<file path="config.mk">
export PLATFORM = sky130hd
export DESIGN_NAME = tat_mul
export DESIGN_NICKNAME = d
export VERILOG_FILES = /design/src/tat_pkg.sv /design/src/tat_mul.sv
export SDC_FILE = /design/constraint.sdc
export NUM_CORES = 2
export LEC_CHECK = 0
export BUFFER_PORTS_ARGS = -buffer_cell sky130_fd_sc_hd__buf_4
export CAP_MARGIN = 0
export CORE_MARGIN = 2
export CORE_UTILIZATION = 30
export DETAILED_ROUTE_END_ITERATION = 10
export PLACE_DENSITY = 0.48
export SLEW_MARGIN = 20
export SYNTH_ARGS = -nofsm -noshare
export SYNTH_HDL_FRONTEND = slang
export SYNTH_SLANG_ARGS = --single-unit
</file>
<file path="constraint.sdc">
create_clock -name clk -period 0.81 [get_ports clk]
set_input_delay 0.0405 -clock clk [delete_from_list [all_inputs] [get_ports clk]]
set_output_delay 0.0405 -clock clk [all_outputs]
set_load 0.005 [all_outputs]
</file>
<file path="src/tat_pkg.sv">
// Shared constants for the three-anchor trilateration solver.
`timescale 1ns / 1ps

package tat_pkg;

    // default coordinate width, bits
    localparam int COORD_WIDTH_DEF = 24;

    // operand slice width of the pipelined multiplier
    localparam int MUL_CHUNK = 32;

endpackage

</file>
<file path="src/tat_mul.sv">
// Pipelined signed multiplier: stages below NA*NB each add one slice product.
`timescale 1ns / 1ps

module tat_mul #(
    parameter int AW  = 24,
    parameter int BW  = 24,
    parameter int LAT = 1,
    parameter int SW  = 1
) (
    input  logic                    clk,
    input  logic                    rst_n,
    input  logic                    en,
    input  logic                    vin,
    input  logic signed [AW-1:0]    a,
    input  logic signed [BW-1:0]    b,
    input  logic [SW-1:0]           sin,
    output logic                    vout,
    output logic signed [AW+BW-1:0] p,
    output logic [SW-1:0]           sout
);

    localparam int CH = tat_pkg::MUL_CHUNK;
    localparam int NA = (AW + CH - 1) / CH;
    localparam int NB = (BW + CH - 1) / CH;
    localparam int NP = NA * NB;
    localparam int PW = AW + BW;
    localparam int EW = PW + 2 * CH + 2;

    logic signed [NA*CH-1:0] a_reg    [LAT];
    logic signed [NB*CH-1:0] b_reg    [LAT];
    logic [PW-1:0]           acc_reg  [LAT];
    logic [SW-1:0]           side_reg [LAT];
    logic                    vld_reg  [LAT];

    for (genvar s = 0; s < LAT; s++) begin : g_stage
        logic signed [NA*CH-1:0] a_in;
        logic signed [NB*CH-1:0] b_in;
        logic [PW-1:0]           acc_in;
        logic [PW-1:0]           acc_next;
        logic [SW-1:0]           side_in;
        logic                    vld_in;

        if (s == 0) begin : g_first
            assign a_in    = (NA*CH)'(a);
            assign b_in    = (NB*CH)'(b);
            assign acc_in  = '0;
            assign side_in = sin;
            assign vld_in  = vin;
        end
        else begin : g_next
            assign a_in    = a_reg[s-1];
            assign b_in    = b_reg[s-1];
            assign acc_in  = acc_reg[s-1];
            assign side_in = side_reg[s-1];
            assign vld_in  = vld_reg[s-1];
        end

        if (s < NP) begin : g_pp
            localparam int I = s / NB;
            localparam int J = s % NB;
            logic signed [CH:0]      ca;
            logic signed [CH:0]      cb;
            logic signed [2*CH+1:0]  pp;
            logic signed [EW-1:0]    term;

            // only the top slice carries the sign
            if (I == NA - 1) begin : g_as
                assign ca = (CH+1)'(signed'(a_in[CH*I +: CH]));
            end
            else begin : g_au
                assign ca = signed'({1'b0, a_in[CH*I +: CH]});
            end
            if (J == NB - 1) begin : g_bs
                assign cb = (CH+1)'(signed'(b_in[CH*J +: CH]));
            end
            else begin : g_bu
                assign cb = signed'({1'b0, b_in[CH*J +: CH]});
            end

            assign pp       = ca * cb;
            assign term     = EW'(pp) <<< (CH * (I + J));
            assign acc_next = acc_in + term[PW-1:0];
        end
        else begin : g_pass
            assign acc_next = acc_in;
        end

        always_ff @(posedge clk or negedge rst_n) begin
            if (!rst_n) begin
                vld_reg[s] <= 1'b0;
            end
            else if (en) begin
                vld_reg[s] <= vld_in;
            end
        end

        always_ff @(posedge clk) begin
            if (en) begin
                a_reg[s]    <= a_in;
                b_reg[s]    <= b_in;
                acc_reg[s]  <= acc_next;
                side_reg[s] <= side_in;
            end
        end
    end

    assign vout = vld_reg[LAT-1];
    assign p    = signed'(acc_reg[LAT-1]);
    assign sout = side_reg[LAT-1];

endmodule

</file>
; ---- After elaboration in Yosys (flattened, before gate mapping)
; Memory sizes are Yosys's and may differ from the RTL's.
; Index checks and enable logic that the tools add are counted.
; W data, S select, Z words.
[totals]
mem_bits_rw = 49
regBits = 1
memories = 2
output_inout_bits = 50
[op_classes]
n_mux = 2
multipliers = 1
[mem_list]
columns = memory, words, width, rd, rd_ports_with_merged_regs, write_ports, line
row1 = acc_reg, 1, 48, 1, 0, 1, tat_mul.sv:31  ; logic [PW-1:0] acc_reg [LAT];
row2 = side_reg, 1, 1, 1, 0, 1, tat_mul.sv:32  ; logic [SW-1:0] side_reg [LAT];
[op_table]
columns = operator, count
row1 = $mul A24 B24 Y48, 1
row2 = $mux W1, 2

; ---- Longest topological paths before layout
[depth]
word_depth = 2
depth_mapped = 25
depth_no_buf = 24

; ---- Worst setup path before layout
; Ideal clock, no wire load.
[synth_path]
kind = input-to-reg
startpoint = in a[23]
endpoint = mem acc_reg[0][44] (netlist name) (data pin)
setup_slack_ns = -6.078
setup_ns = 0.140
cell_stages = 22
path_buffers = 2
arrival_ns = 6.748
cell_sequence = clkbuf_1 nand2_1 inv_1 fa_1 fa_1 inv_1 fa_1 inv_1 fa_1 fa_1 fa_1 fa_1 ha_1 clkbuf_1 a21o_1 a21o_1 a21o_1 a21o_1 or3_1 o21a_1 a2111oi_2 nand4bb_1
[synth_between]
elab_chain_len = 1
[synth_rtl]
columns = item, line
row1 = from (decl), tat_mul.sv:14  ; input logic signed [AW-1:0] a,
row2 = $mul A24 B24 Y48, tat_mul.sv:80  ; assign pp = ca * cb;
row3 = net g_stage[0].acc_next[44], tat_mul.sv:39  ; logic [PW-1:0] acc_next;
row4 = to (decl), tat_mul.sv:31
; The timed path passes the listed nets, and every way through them passes these cells.

; ---- Worst setup path after layout
[layout_path]
startpoint = in a[10]
endpoint = mem acc_reg[0][46] (netlist name) (data pin)
; Same word-level chain as after synthesis.

==> results by group <==
Timing
  • Final Max Slew Viols: 0
  • Peak Freq: 160 MHz
  • Crit path time final: 6.27 ns
  • Worst Tran Pin Value: 0.582 ns
  • Period Utilization, post-route: 774%
  • Rel. slew slack: 61.1%
  • Hold Vio Cnt, Final: 0
  • Final setup vio count: 96
  • RSZ-0062 raised after global routing: true
  • Worst Skew: 0 ns
  • Final worst slack: -5.46 ns

Synth
  • Yosys warnings: 0
  • Area leader, netlist: fa_1
  • Mapped cell area: between 20000 and 25000 um^2
  • Area contributors post-synth: fa_1 (54%), inv_1 (9.9%), and2_1 (7.5%), ha_1 (7.4%), edfxtp_1 (6.5%)
  • Syn_area_per_cell: about 9.6 um^2
  • Most frequent cell after synthesis: fa_1
  • Unique cell type count in the Yosys netlist: 52
  • Post-synth top flop: edfxtp_1
  • Synth top area share: a little over half
  • Post-synthesis async set-or-reset flop share: 2.00%
  • Synth top cells by count: fa_1 (607), inv_1 (598), nand2_1 (305)
  • Share of the yosys chip area belonging to registers: 6.59%
  • Yosys reg bits: 50
  • Post-Syn Instances: 2359
  • Mapped Nets: 3153
  • Post-synth EDFFs: 49

Global route
  • Initial antenna violation count: 1
  • Largest net degree at the start of global routing: 18
  • Vias in the first global route: 19500
  • First-pass GRT wire length: 105000 um
  • Total track usage: 17.3%
  • Overflow after GRT: 0

Cells and area
  • Final nets: roughly 3500
  • Share of cells above drive strength 1: 27.0%
  • Ant diodes: 0
  • Number of flip-flops in the largest register: 48
  • Finished Cell Area: 29400 um^2
  • P&R area growth vs syn: 29.6%

Place
  • Placer Congestion: approximately 0.85
  • Placement Cell Area: 27500 um^2
  • Dpl hpwl: 56600 um
  • I/O Buffers: 102

Critical path
  • Worst-path maximum fanout: 9
  • Worst setup EP type: flop
  • Data required time at the worst endpoint: ~0.85 ns
  • Worst r2r src: vout$_DFFE_PN0P_
  • Crit Path Category: primary input to flop
  • Worst Setup SP: a[10]
  • Internal reg-to-reg setup slack: 0.05 ns
  • CP Launch Type: primary input
  • WP data arrival: 6.31 ns

Floorplanning
  • Initial Utilization: 30.4%
  • IO Count: between 100 and 150
  • Core Footprint: 74700 um^2
  • Die H: between 200 and 300 um
  • Die W: roughly 280 um
  • Num rows: 100
  • Die area: 77900 um^2

Routing
  • Vias per inst: 4.51
  • Final ANT Viol Nets: 0
  • Number of DRC markers in iteration 0: 530
  • DR pass1 iterations: 5
  • Routed wire per std cell: 17.2 um
  • WL final: roughly 63000 um
  • Residual DRC: 0
  • Via count: about 17000

Status
  • Violated checks: negative setup slack
  • Status: finished with violations

Min path
  • Hold crit path type: primary input to asynchronous set/reset pin

Clocking
  • Clk buf depth: 2
  • CTS root buf: clkbuf_16
  • Cts bufs inserted: 5
  • CTS clk-pin slew, worst paths: about 0.070 ns
  • Clock Latency Late Sink: 0.29 ns
  • H-tree level count: 2
  • Sink Count: 50
  • CTS tree: yes

Job
  • MaxCap Viol Count: 0
metal layers:
layer	wire, um	up-vias	GRT usage (%)
li1	-	7547	-
met1	24800	8733	20.4
met2	35100	263	33.8
met3	1700	74	1.46
met4	1790	0	3.97
met5	0	-	0
worst max-delay path, cell delays in order:
cell      delay (ns)
buf_12          0.12
and2_4          0.14
fa_1            0.52
inv_1           0.05
fa_1            0.45
fa_1            0.52
inv_2           0.05
fa_1            0.55
inv_2           0.06
fa_2            0.60
fa_1            0.43
fa_1            0.51
inv_2           0.05
ha_4            0.20
a21o_1          0.18
or3_1           0.34
a211o_1         0.26
a21oi_2         0.18
a21oi_2         0.12
a2111o_1        0.49
a311oi_2        0.32
xnor2_1         0.10
cells in the final DEF (no fill, tap or decap), types with 14 or more instances in the layout:
cell type,Yosys,layout
a21oi_2,2,19
buf_8,0,14
nand2_1,305,287
inv_1,598,570
ha_4,0,46
inv_2,0,25
fa_1,607,572
edfxtp_1,49,49
xnor2_1,40,30
buf_6,1,97
buf_12,0,18
and2_4,0,43
buf_4,1,319
and2_1,273,230
nand2_2,0,14
a21oi_1,42,19
ha_1,134,85
fa_2,0,35
a21o_1,21,21
nor2_1,48,39
path summary, 6_finish.rpt:
check	endpoint	depth (start not counted)
setup / recovery	acc_reg[0][46]$_DFFE_PP_	22
hold / removal	vout$_DFFE_PN0P_	2
setup reg to reg	vout$_DFFE_PN0P_	1
hold reg to reg	vout$_DFFE_PN0P_	1
max in group asynchronous	vout$_DFFE_PN0P_	2
min in group clk	acc_reg[0][15]$_DFFE_PP_	1
through the flow:
step           setup WS, ns  util (%)  std cells  setup TNS [ns]  hold slack (ns)
6_report              -5.46      39.4       3688         -208.75           0.0513
4_1_cts               -5.54      38.3       3671         -208.20           0.0371
3_3_place_gp          -5.90      36.8       3642         -225.29           -0.184
2_1_floorplan         -5.52         -       2359         -192.81           -0.255
3_5_place_dp          -5.91      36.8       3642         -225.76           -0.183
5_1_grt               -5.64      39.4       3688         -218.29           0.0594
final cells by class:
type	count	area, um^2
well taps	969	1210
multi-input cells	1610	20200
clock inverters	1	30.0
fillers	7432	45300
clock buffers	7	143
repair buffers	452	4110
inverters	599	2260
flip-flops and latches	50	1500
repair_timing:
item	CTS	global route
resized for setup	193	146
buffers inserted	21	23
endpoints found under the hold margin	3	0
cloned	0	1
hold buffers	3	0
setup endpoints to repair	97	96
pin swaps	82	102
cells by family (layout without fill, tap and decap cells):
group                      after synthesis  after routing  synth area share (%)
and+or+nand+nor                        678            678                  14.7
xor gates and xnor gates                51             51                  1.97
adders and majority gates              741            741                  60.9
muxes                                    2              2                0.0992
DFF                                     50             50                  6.59
buffers and inverters                  699           1059                  11.6
AOI/OAI and AO/OA                      138            138                  4.07
Power is not shown: default switching activity piles up to over one toggle a cycle in this logic, so the estimate is an artifact.
