$ cat src/tat_div.sv
// Pipelined restoring divider: signed, truncating, saturated to QW bits.
`timescale 1ns / 1ps

module tat_div #(
    parameter int NW = 48,
    parameter int DW = 24,
    parameter int QW = 24,
    parameter int SW = 1
) (
    input  logic                 clk,
    input  logic                 rst_n,
    input  logic                 en,
    input  logic                 vin,
    input  logic signed [NW-1:0] a,
    input  logic signed [DW-1:0] b,
    input  logic [SW-1:0]        sin,
    output logic                 vout,
    output logic signed [QW-1:0] q,
    output logic [SW-1:0]        sout
);

    localparam int CW = (NW > DW + QW) ? NW : DW + QW;
    localparam logic [QW-1:0] LIM = QW'(1) << (QW - 1);

    logic [NW-1:0]  rem_reg  [QW+1];
    logic [QW-1:0]  q_reg    [QW+1];
    logic [DW-1:0]  dv_reg   [QW+1];
    logic           neg_reg  [QW+1];
    logic           ovf_reg  [QW+1];
    logic [SW-1:0]  side_reg [QW+1];
    logic           vld_reg  [QW+1];

    logic [NW-1:0]  amag;
    logic [DW-1:0]  bmag;
    logic           ovf0;
    logic [QW-1:0]  qm;

    assign amag = a[NW-1] ? NW'(-a) : NW'(a);
    assign bmag = b[DW-1] ? DW'(-b) : DW'(b);
    // quotient of 2^QW or more saturates either way
    assign ovf0 = CW'(amag) >= (CW'(bmag) << QW);

    always_ff @(posedge clk or negedge rst_n) begin
        if (!rst_n) begin
            vld_reg[0] <= 1'b0;
        end
        else if (en) begin
            vld_reg[0] <= vin;
        end
    end

    always_ff @(posedge clk) begin
        if (en) begin
            rem_reg[0]  <= amag;
            q_reg[0]    <= '0;
            dv_reg[0]   <= bmag;
            neg_reg[0]  <= a[NW-1] ^ b[DW-1];
            ovf_reg[0]  <= ovf0;
            side_reg[0] <= sin;
        end
    end

    for (genvar k = 1; k <= QW; k++) begin : g_bit
        localparam int SH = QW - k;
        logic [CW-1:0] shifted;
        logic          ge;

        assign shifted = CW'(dv_reg[k-1]) << SH;
        assign ge      = CW'(rem_reg[k-1]) >= shifted;

        always_ff @(posedge clk or negedge rst_n) begin
            if (!rst_n) begin
                vld_reg[k] <= 1'b0;
            end
            else if (en) begin
                vld_reg[k] <= vld_reg[k-1];
            end
        end

        always_ff @(posedge clk) begin
            if (en) begin
                rem_reg[k]  <= ge ? NW'(CW'(rem_reg[k-1]) - shifted) : rem_reg[k-1];
                q_reg[k]    <= ge ? (q_reg[k-1] | (QW'(1) << SH)) : q_reg[k-1];
                dv_reg[k]   <= dv_reg[k-1];
                neg_reg[k]  <= neg_reg[k-1];
                ovf_reg[k]  <= ovf_reg[k-1];
                side_reg[k] <= side_reg[k-1];
            end
        end
    end

    always_comb begin
        if (!neg_reg[QW]) begin
            qm = (ovf_reg[QW] || q_reg[QW] > LIM - QW'(1)) ? LIM - QW'(1) : q_reg[QW];
        end
        else begin
            qm = (ovf_reg[QW] || q_reg[QW] > LIM) ? LIM : q_reg[QW];
        end
    end

    assign q    = signed'(neg_reg[QW] ? QW'(-qm) : qm);
    assign vout = vld_reg[QW];
    assign sout = side_reg[QW];

endmodule

$ cat config.mk
export PLATFORM = sky130hd
export DESIGN_NAME = tat_div
export DESIGN_NICKNAME = d
export VERILOG_FILES = /design/src/tat_div.sv
export SDC_FILE = /design/constraint.sdc
export NUM_CORES = 2
export LEC_CHECK = 0
export BUFFER_PORTS_ARGS = -buffer_cell sky130_fd_sc_hd__buf_2
export CAP_MARGIN = 30
export CORE_MARGIN = 3
export CORE_UTILIZATION = 45
export DETAILED_ROUTE_END_ITERATION = 8
export PLACE_DENSITY_LB_ADDON = 0.12
export SLEW_MARGIN = 20
export SYNTH_ARGS = -nofsm -noshare
export SYNTH_HDL_FRONTEND = slang
export SYNTH_SLANG_ARGS = --single-unit
$ cat constraint.sdc
create_clock -name clk -period 7.3 [get_ports clk]
set_input_delay 0.365 -clock clk [delete_from_list [all_inputs] [get_ports clk]]
set_output_delay 0.365 -clock clk [all_outputs]
set_load 0.02 [all_outputs]
### Word-level counts from Yosys, hierarchy flattened

Memories as Yosys holds them, arrays and structs flattened.
Cells that the tools add are included.

* bits in writable memories: 2475
* output and inout port bits: 26
* memories kept: 6
* memory bits (read-only): 0
* register bits: 25
* input bits: 77
* bits in latches: 0

* $add $sub $neg: 27
* multiply operators: 0
* mux-type cells: 56
* shift operators: 0
* divide/modulo/power cells: 0
* equal/unequal tests: 0
* reduce and logical (&&, ||, !) cells: 2
* magnitude comparators: 27
* bitwise logic cells: 1

Memories
* rem_reg: words 25, width 48, read ports 24, clocked after Yosys merged registers in 0, write ports 25, RTL line 25 `logic [NW-1:0] rem_reg [QW+1];`
* dv_reg: words 25, width 24, read ports 24, clocked after Yosys merged registers in 0, write ports 25, RTL line 27 `logic [DW-1:0] dv_reg [QW+1];`
* q_reg: words 25, width 24, read ports 25, clocked after Yosys merged registers in 0, write ports 25, RTL line 26 `logic [QW-1:0] q_reg [QW+1];`
* neg_reg: words 25, width 1, read ports 25, clocked after Yosys merged registers in 0, write ports 25, RTL line 28 `logic neg_reg [QW+1];`
* ovf_reg: words 25, width 1, read ports 25, clocked after Yosys merged registers in 0, write ports 25, RTL line 29 `logic ovf_reg [QW+1];`
* side_reg: words 25, width 1, read ports 25, clocked after Yosys merged registers in 0, write ports 25, RTL line 30 `logic [SW-1:0] side_reg [QW+1];`

Operators with widths (count)
* 48-bit 2-to-1 mux: 25
* 24-bit 2-to-1 mux: 6
* 48-bit by 24-bit greater-or-equal comparator with 1-bit output: 1
* 48-bit by 25-bit greater-or-equal comparator with 1-bit output: 1
* 48-bit by 26-bit greater-or-equal comparator with 1-bit output: 1
* 48-bit by 27-bit greater-or-equal comparator with 1-bit output: 1
* 48-bit by 28-bit greater-or-equal comparator with 1-bit output: 1
* 48-bit by 29-bit greater-or-equal comparator with 1-bit output: 1
* 48-bit by 30-bit greater-or-equal comparator with 1-bit output: 1
* 48-bit by 31-bit greater-or-equal comparator with 1-bit output: 1
* 48-bit by 32-bit greater-or-equal comparator with 1-bit output: 1
* 48-bit by 33-bit greater-or-equal comparator with 1-bit output: 1
* 48-bit by 34-bit greater-or-equal comparator with 1-bit output: 1
* 48-bit by 35-bit greater-or-equal comparator with 1-bit output: 1
* 48-bit by 36-bit greater-or-equal comparator with 1-bit output: 1
* 48-bit by 37-bit greater-or-equal comparator with 1-bit output: 1
* 48-bit by 38-bit greater-or-equal comparator with 1-bit output: 1
* 48-bit by 39-bit greater-or-equal comparator with 1-bit output: 1
* 48-bit by 40-bit greater-or-equal comparator with 1-bit output: 1
* 48-bit by 41-bit greater-or-equal comparator with 1-bit output: 1
* 48-bit by 42-bit greater-or-equal comparator with 1-bit output: 1
* 48-bit by 43-bit greater-or-equal comparator with 1-bit output: 1
* 48-bit by 44-bit greater-or-equal comparator with 1-bit output: 1
* 48-bit by 45-bit greater-or-equal comparator with 1-bit output: 1
* 56 further kinds: 60

### Logic depth before layout (Yosys ltp)

An unclocked memory read counts as a cell.

* depth in word-level cells: 7
* depth in mapped cells: 22
* mapped depth without buffers: 22

### Worst setup path before layout

Ideal clock, no wire load.

* path type: input port to flip-flop
* start point: input a[19]
* end point: memory ovf_reg[0] (data pin)
* data arrival time: 5.038 ns
* stages: 20
* setup slack: 2.104 ns
* data required time: 7.142 ns
* path through: or4_4 > or4_4 > nor3_2 > nand3b_1 > or3_4 > or4_4 > or4_4 > or3_4 > o31ai_4 > xnor2_1 > ha_1 > nand4_1 > or2_2 > nor3_1 > nand3_1 > nor3_1 > nand3_1 > nor3_1 > nand4_1 > o211ai_1

RTL lines
* start: declaration: RTL line 14 `input logic signed [NW-1:0] a,`
* end: declaration: RTL line 29

==> results.md <==
Critical path:
- STA puts the critical path data arrival time at 6.45 ns.
- For the worst flop-to-flop path, the logic depth is 15.
- The maximum fanout count along the critical path is 4.
- The endpoint class of the critical path is a register.
- The data required time at the worst endpoint is 8.03 ns.
- The worst setup path is of the input pin to register kind.
- STA classifies the critical path startpoint as an input pin.

STA:
- The setup-violating endpoint count in the final report is 0.
- The minimum period implied by the final worst setup slack is about 5.7 ns.
- The share of the cycle needed by the critical path after routing is 0.783.
- The worst-margin pin slew is roughly 1.1 ns.
- Setup repair after global routing left no endpoint under its margin.
- The final-report hold violation count was 0.
- Measured against its own limit, the worst slew margin works out to 0.276.
- The setup slack of the critical path after layout is roughly 1.6 ns.
- Based on the critical path, the design can be clocked at up to 0.175 GHz.
- After routing, the total negative slack on setup checks comes to 0 ns.
- The count of pins over their slew limit is 0.
- The final setup skew is 0.0469 ns.

CTS:
- After clock tree synthesis, the clock-pin slew on the worst setup and hold paths is 0.07 ns.
- The cell sitting at the root of the clock tree is a clkbuf_16.
- In this run the number of H-tree levels came out at 4.
- The worst-case clock buffer depth is 3.
- The number of clock sinks is 2128.
- The clock latency on the worst-skew pair is 0.88 ns.
- The number of setup buffers added after CTS is 0.
- TritonCTS built the clock tree.
- The number of gates resized after CTS was 0.
- Buffers inserted during clock tree synthesis total roughly 230.
- The number of buffers inserted for hold repair after clock tree synthesis is 96.

Placement:
- Timing analysis after detailed placement gives a worst setup slack of 1.24 ns.
- The number of placed instances, taps included, is 12300.
- The number of port buffers is between 100 and 150.
- The placed cell area is 113000 sq um.
- Routability-driven placement finished with a final weighted congestion of 0.932.
- The HPWL after detailed placement is 185000 um.

Finish:
- The area taken by flip-flops and latches is 63800 sq um.
- Summing all multi-input logic gate instances after layout gives 41300 sq um.
- The library cell used most frequently in the layout, excluding fill and tap cells, is edfxtp_1.
- In the final design database the tool counted 10200 nets.
- In the layout the commonest cells are edfxtp_1 (2103), inv_1 (776), nand2_1 (679).
- The register with the most flip-flops in the layout has about 1200 of them.
- Relative to the synthesized area, the layout overhead comes to 12.5%.
- The final-layout fill cell count is a little over 20000.
- In the final layout, the share of cells above drive strength 1 is 0.0750.
- After the flow finishes, the layout carries non-filler instances totaling 12800.
- The summed area of non-filler cells in the final layout is approximately 120000 sq um.

Route:
- For this block, the routed nets add up to 245000 um of wire.
- The detailed router put a total of 83600 um of wire on met1.
- The antenna violation net count after detailed routing is 0.
- The detailed router finished its first iteration with approximately 3700 violations.
- In the routed design, unresolved DRC markers number 0.
- The first detailed-routing pass ran for 6 iterations.
- In the detailed route, the total length drawn on met2 is 139000 um.
- The detailed router placed 69800 vias in this run.
- The average wire length per cell after detail routing is between 15 and 20 um.
- The routed design uses roughly 6700 um of met3 wire.
- In this run the top signal layer used is met4.
- The post-detailed-route via-to-cell ratio is 5.44.

Worst hold path:
- The worst hold path belongs to the class input pin to asynchronous set/reset pin.

GRT:
- The number of antenna violations at the first check in global routing is 3.
- The pin count of the biggest net entering global routing is between 150 and 200.
- The number of global-route vias before repair is 72500.
- The total global routing track utilization is 0.196.
- The first global-routing pass estimated 384000 um of wire.
- The overflow left after global routing is 0.

Synthesis:
- Synthesis produced a netlist whose cell count is 9110.
- The async set-or-reset flop fraction in the synthesized netlist is 0.0117.
- Ranked by total cell area, the synthesized netlist is headed by edfxtp_1 (58%), ha_1 (7.0%), xnor2_1 (3.5%).
- The sequential fraction of the synthesis area is 0.588.
- The share of synthesized area in the top cell type comes to 0.582.
- The number of warnings issued by yosys is 0.
- The most common flop cell mapped by yosys is edfxtp_1.
- The netlist uses 90 different library cells.
- Synthesis produced a netlist with a net count of 9813.
- The post-synthesis area per instance is 11.9 sq um.
- In this run, synthesis produced a sequential element count of 2128.
- The number of synthesized flops with an enable pin is 2103.
- The leading area contributor after synthesis is edfxtp_1.
- The mapped netlist covers 108000 sq um.

Die:
- The die area is about 250000 sq um.
- The starting density of the core is 0.454.
- The floorplan step defined a core boundary enclosing approximately 240000 sq um.
- The number of top-level design ports is between 100 and 150.
- In this run the horizontal extent of the chip is 497 um.
- From bottom edge to top edge, the die measures 497 um.
- The floorplan row count is 179.

Power and ir drop:
- The peak ir drop on the vdd network is 0.223 mV.
- The power density normalized to cell area is 372 nW/um^2.
- The analysis attributes to cell leakage a power of 46.2 nW.

Job:
- Max-cap violations in this run came to 0.

Run status:
- The flow ran to the end, and the final reports show no timing, DRC or antenna violations.
layout make-up:
type	instances	share of cell area
Sequential cell	2128	0.523
Multi-Input combinational cell	6033	0.339
Clock buffer	284	0.0501
Tap cell	3167	0.0325
Inverter	780	0.0240
Timing Repair Buffer	283	0.0185
Clock inverter	150	0.0129
Antenna cell	12	0.000246
through the flow:
step | hold slack (ns) | utilization | power (W)
2_1_floorplan | 0.0694 | - | 0.0295
3_3_place_gp | 0.372 | 0.474 | 0.0334
3_5_place_dp | 0.380 | 0.474 | 0.0338
4_1_cts | 0.00610 | 0.510 | 0.0456
5_1_grt | 0.0576 | 0.511 | 0.0482
6_report | 0.114 | 0.511 | 0.0453
critical path, stage by stage:
cell and delay (ns):
dlygate4sd3_1 0.52, buf_2 0.14, or4_4 0.54, or4_4 0.58, nor3_2 0.16, nand3b_1 0.15
or3_4 0.38, or4_4 0.49, or4_4 0.48, or3_4 0.42, nor4b_1 0.48, ha_1 0.23
nand4_1 0.09, or2_2 0.30, nor3_1 0.37, nand3_1 0.11, nor3_1 0.15, nand3_1 0.11
nor3_1 0.14, nand4_1 0.12, o211ai_1 0.10
final timing paths:
check                                           from                       end  slack [ns]
hold reg to reg                side_reg[7]$_DFFE_PP_     side_reg[8]$_DFFE_PP_        0.41
setup / recovery                               a[19]      ovf_reg[0]$_DFFE_PP_        1.58
setup reg to reg           rem_reg[0][352]$_DFFE_PP_  rem_reg[1][47]$_DFFE_PP_        2.55
max in group asynchronous                      rst_n    vld_reg[9]$_DFFE_PN0P_        6.82
min in group clk                                b[1]    dv_reg[0][1]$_DFFE_PP_        0.13
hold / removal                                 rst_n   vld_reg[23]$_DFFE_PN0P_        0.11
synth_stat cells (31+ instances only):
cell type	count
o31ai_1	64
or2_2	33
nor2_1	552
nand2_1	679
inv_1	776
nor3_1	219
edfxtp_1	2103
clkbuf_1	157
or4_1	43
o21a_1	87
a211oi_1	52
mux2_2	103
or3_1	96
a31oi_1	59
nor4_1	129
a21o_1	243
a21boi_0	31
xnor2_1	428
nand3_1	130
and3_1	44
o21ai_0	613
nand2b_1	128
o21bai_1	58
a21oi_1	596
nand4_1	100
ha_1	603
nor2b_1	118
xor2_1	362
layer usage:
layer / up-vias / global-route usage
met5: - / 0
met3: 635 / 0.0239
met1: 33500 / 0.181
li1: 34400 / -
met2: 1293 / 0.400
met4: 0 / 0.115
where the power goes:
group	internal [W]	total (W)	leakage, nW	switching [W]
combinational	0.00651	0.0153	21.9	0.00882
sequential	0.0169	0.0184	20.6	0.00149
clock	0.00672	0.0116	3.71	0.00489
cell families (layout without fill, tap and decap cells):
family | after synthesis | after routing | share of synthesized area
simple gates | 2427 | 2427 | 0.111
other cells | 0 | 12 | 0
flops | 2128 | 2128 | 0.588
fa+ha+maj | 626 | 626 | 0.0738
buf+inv | 949 | 1497 | 0.0330
xor+xnor | 790 | 790 | 0.0638
compound gates | 2076 | 2076 | 0.119
mux | 114 | 114 | 0.0117
No activity file was read; power rests on OpenSTA's default activity.
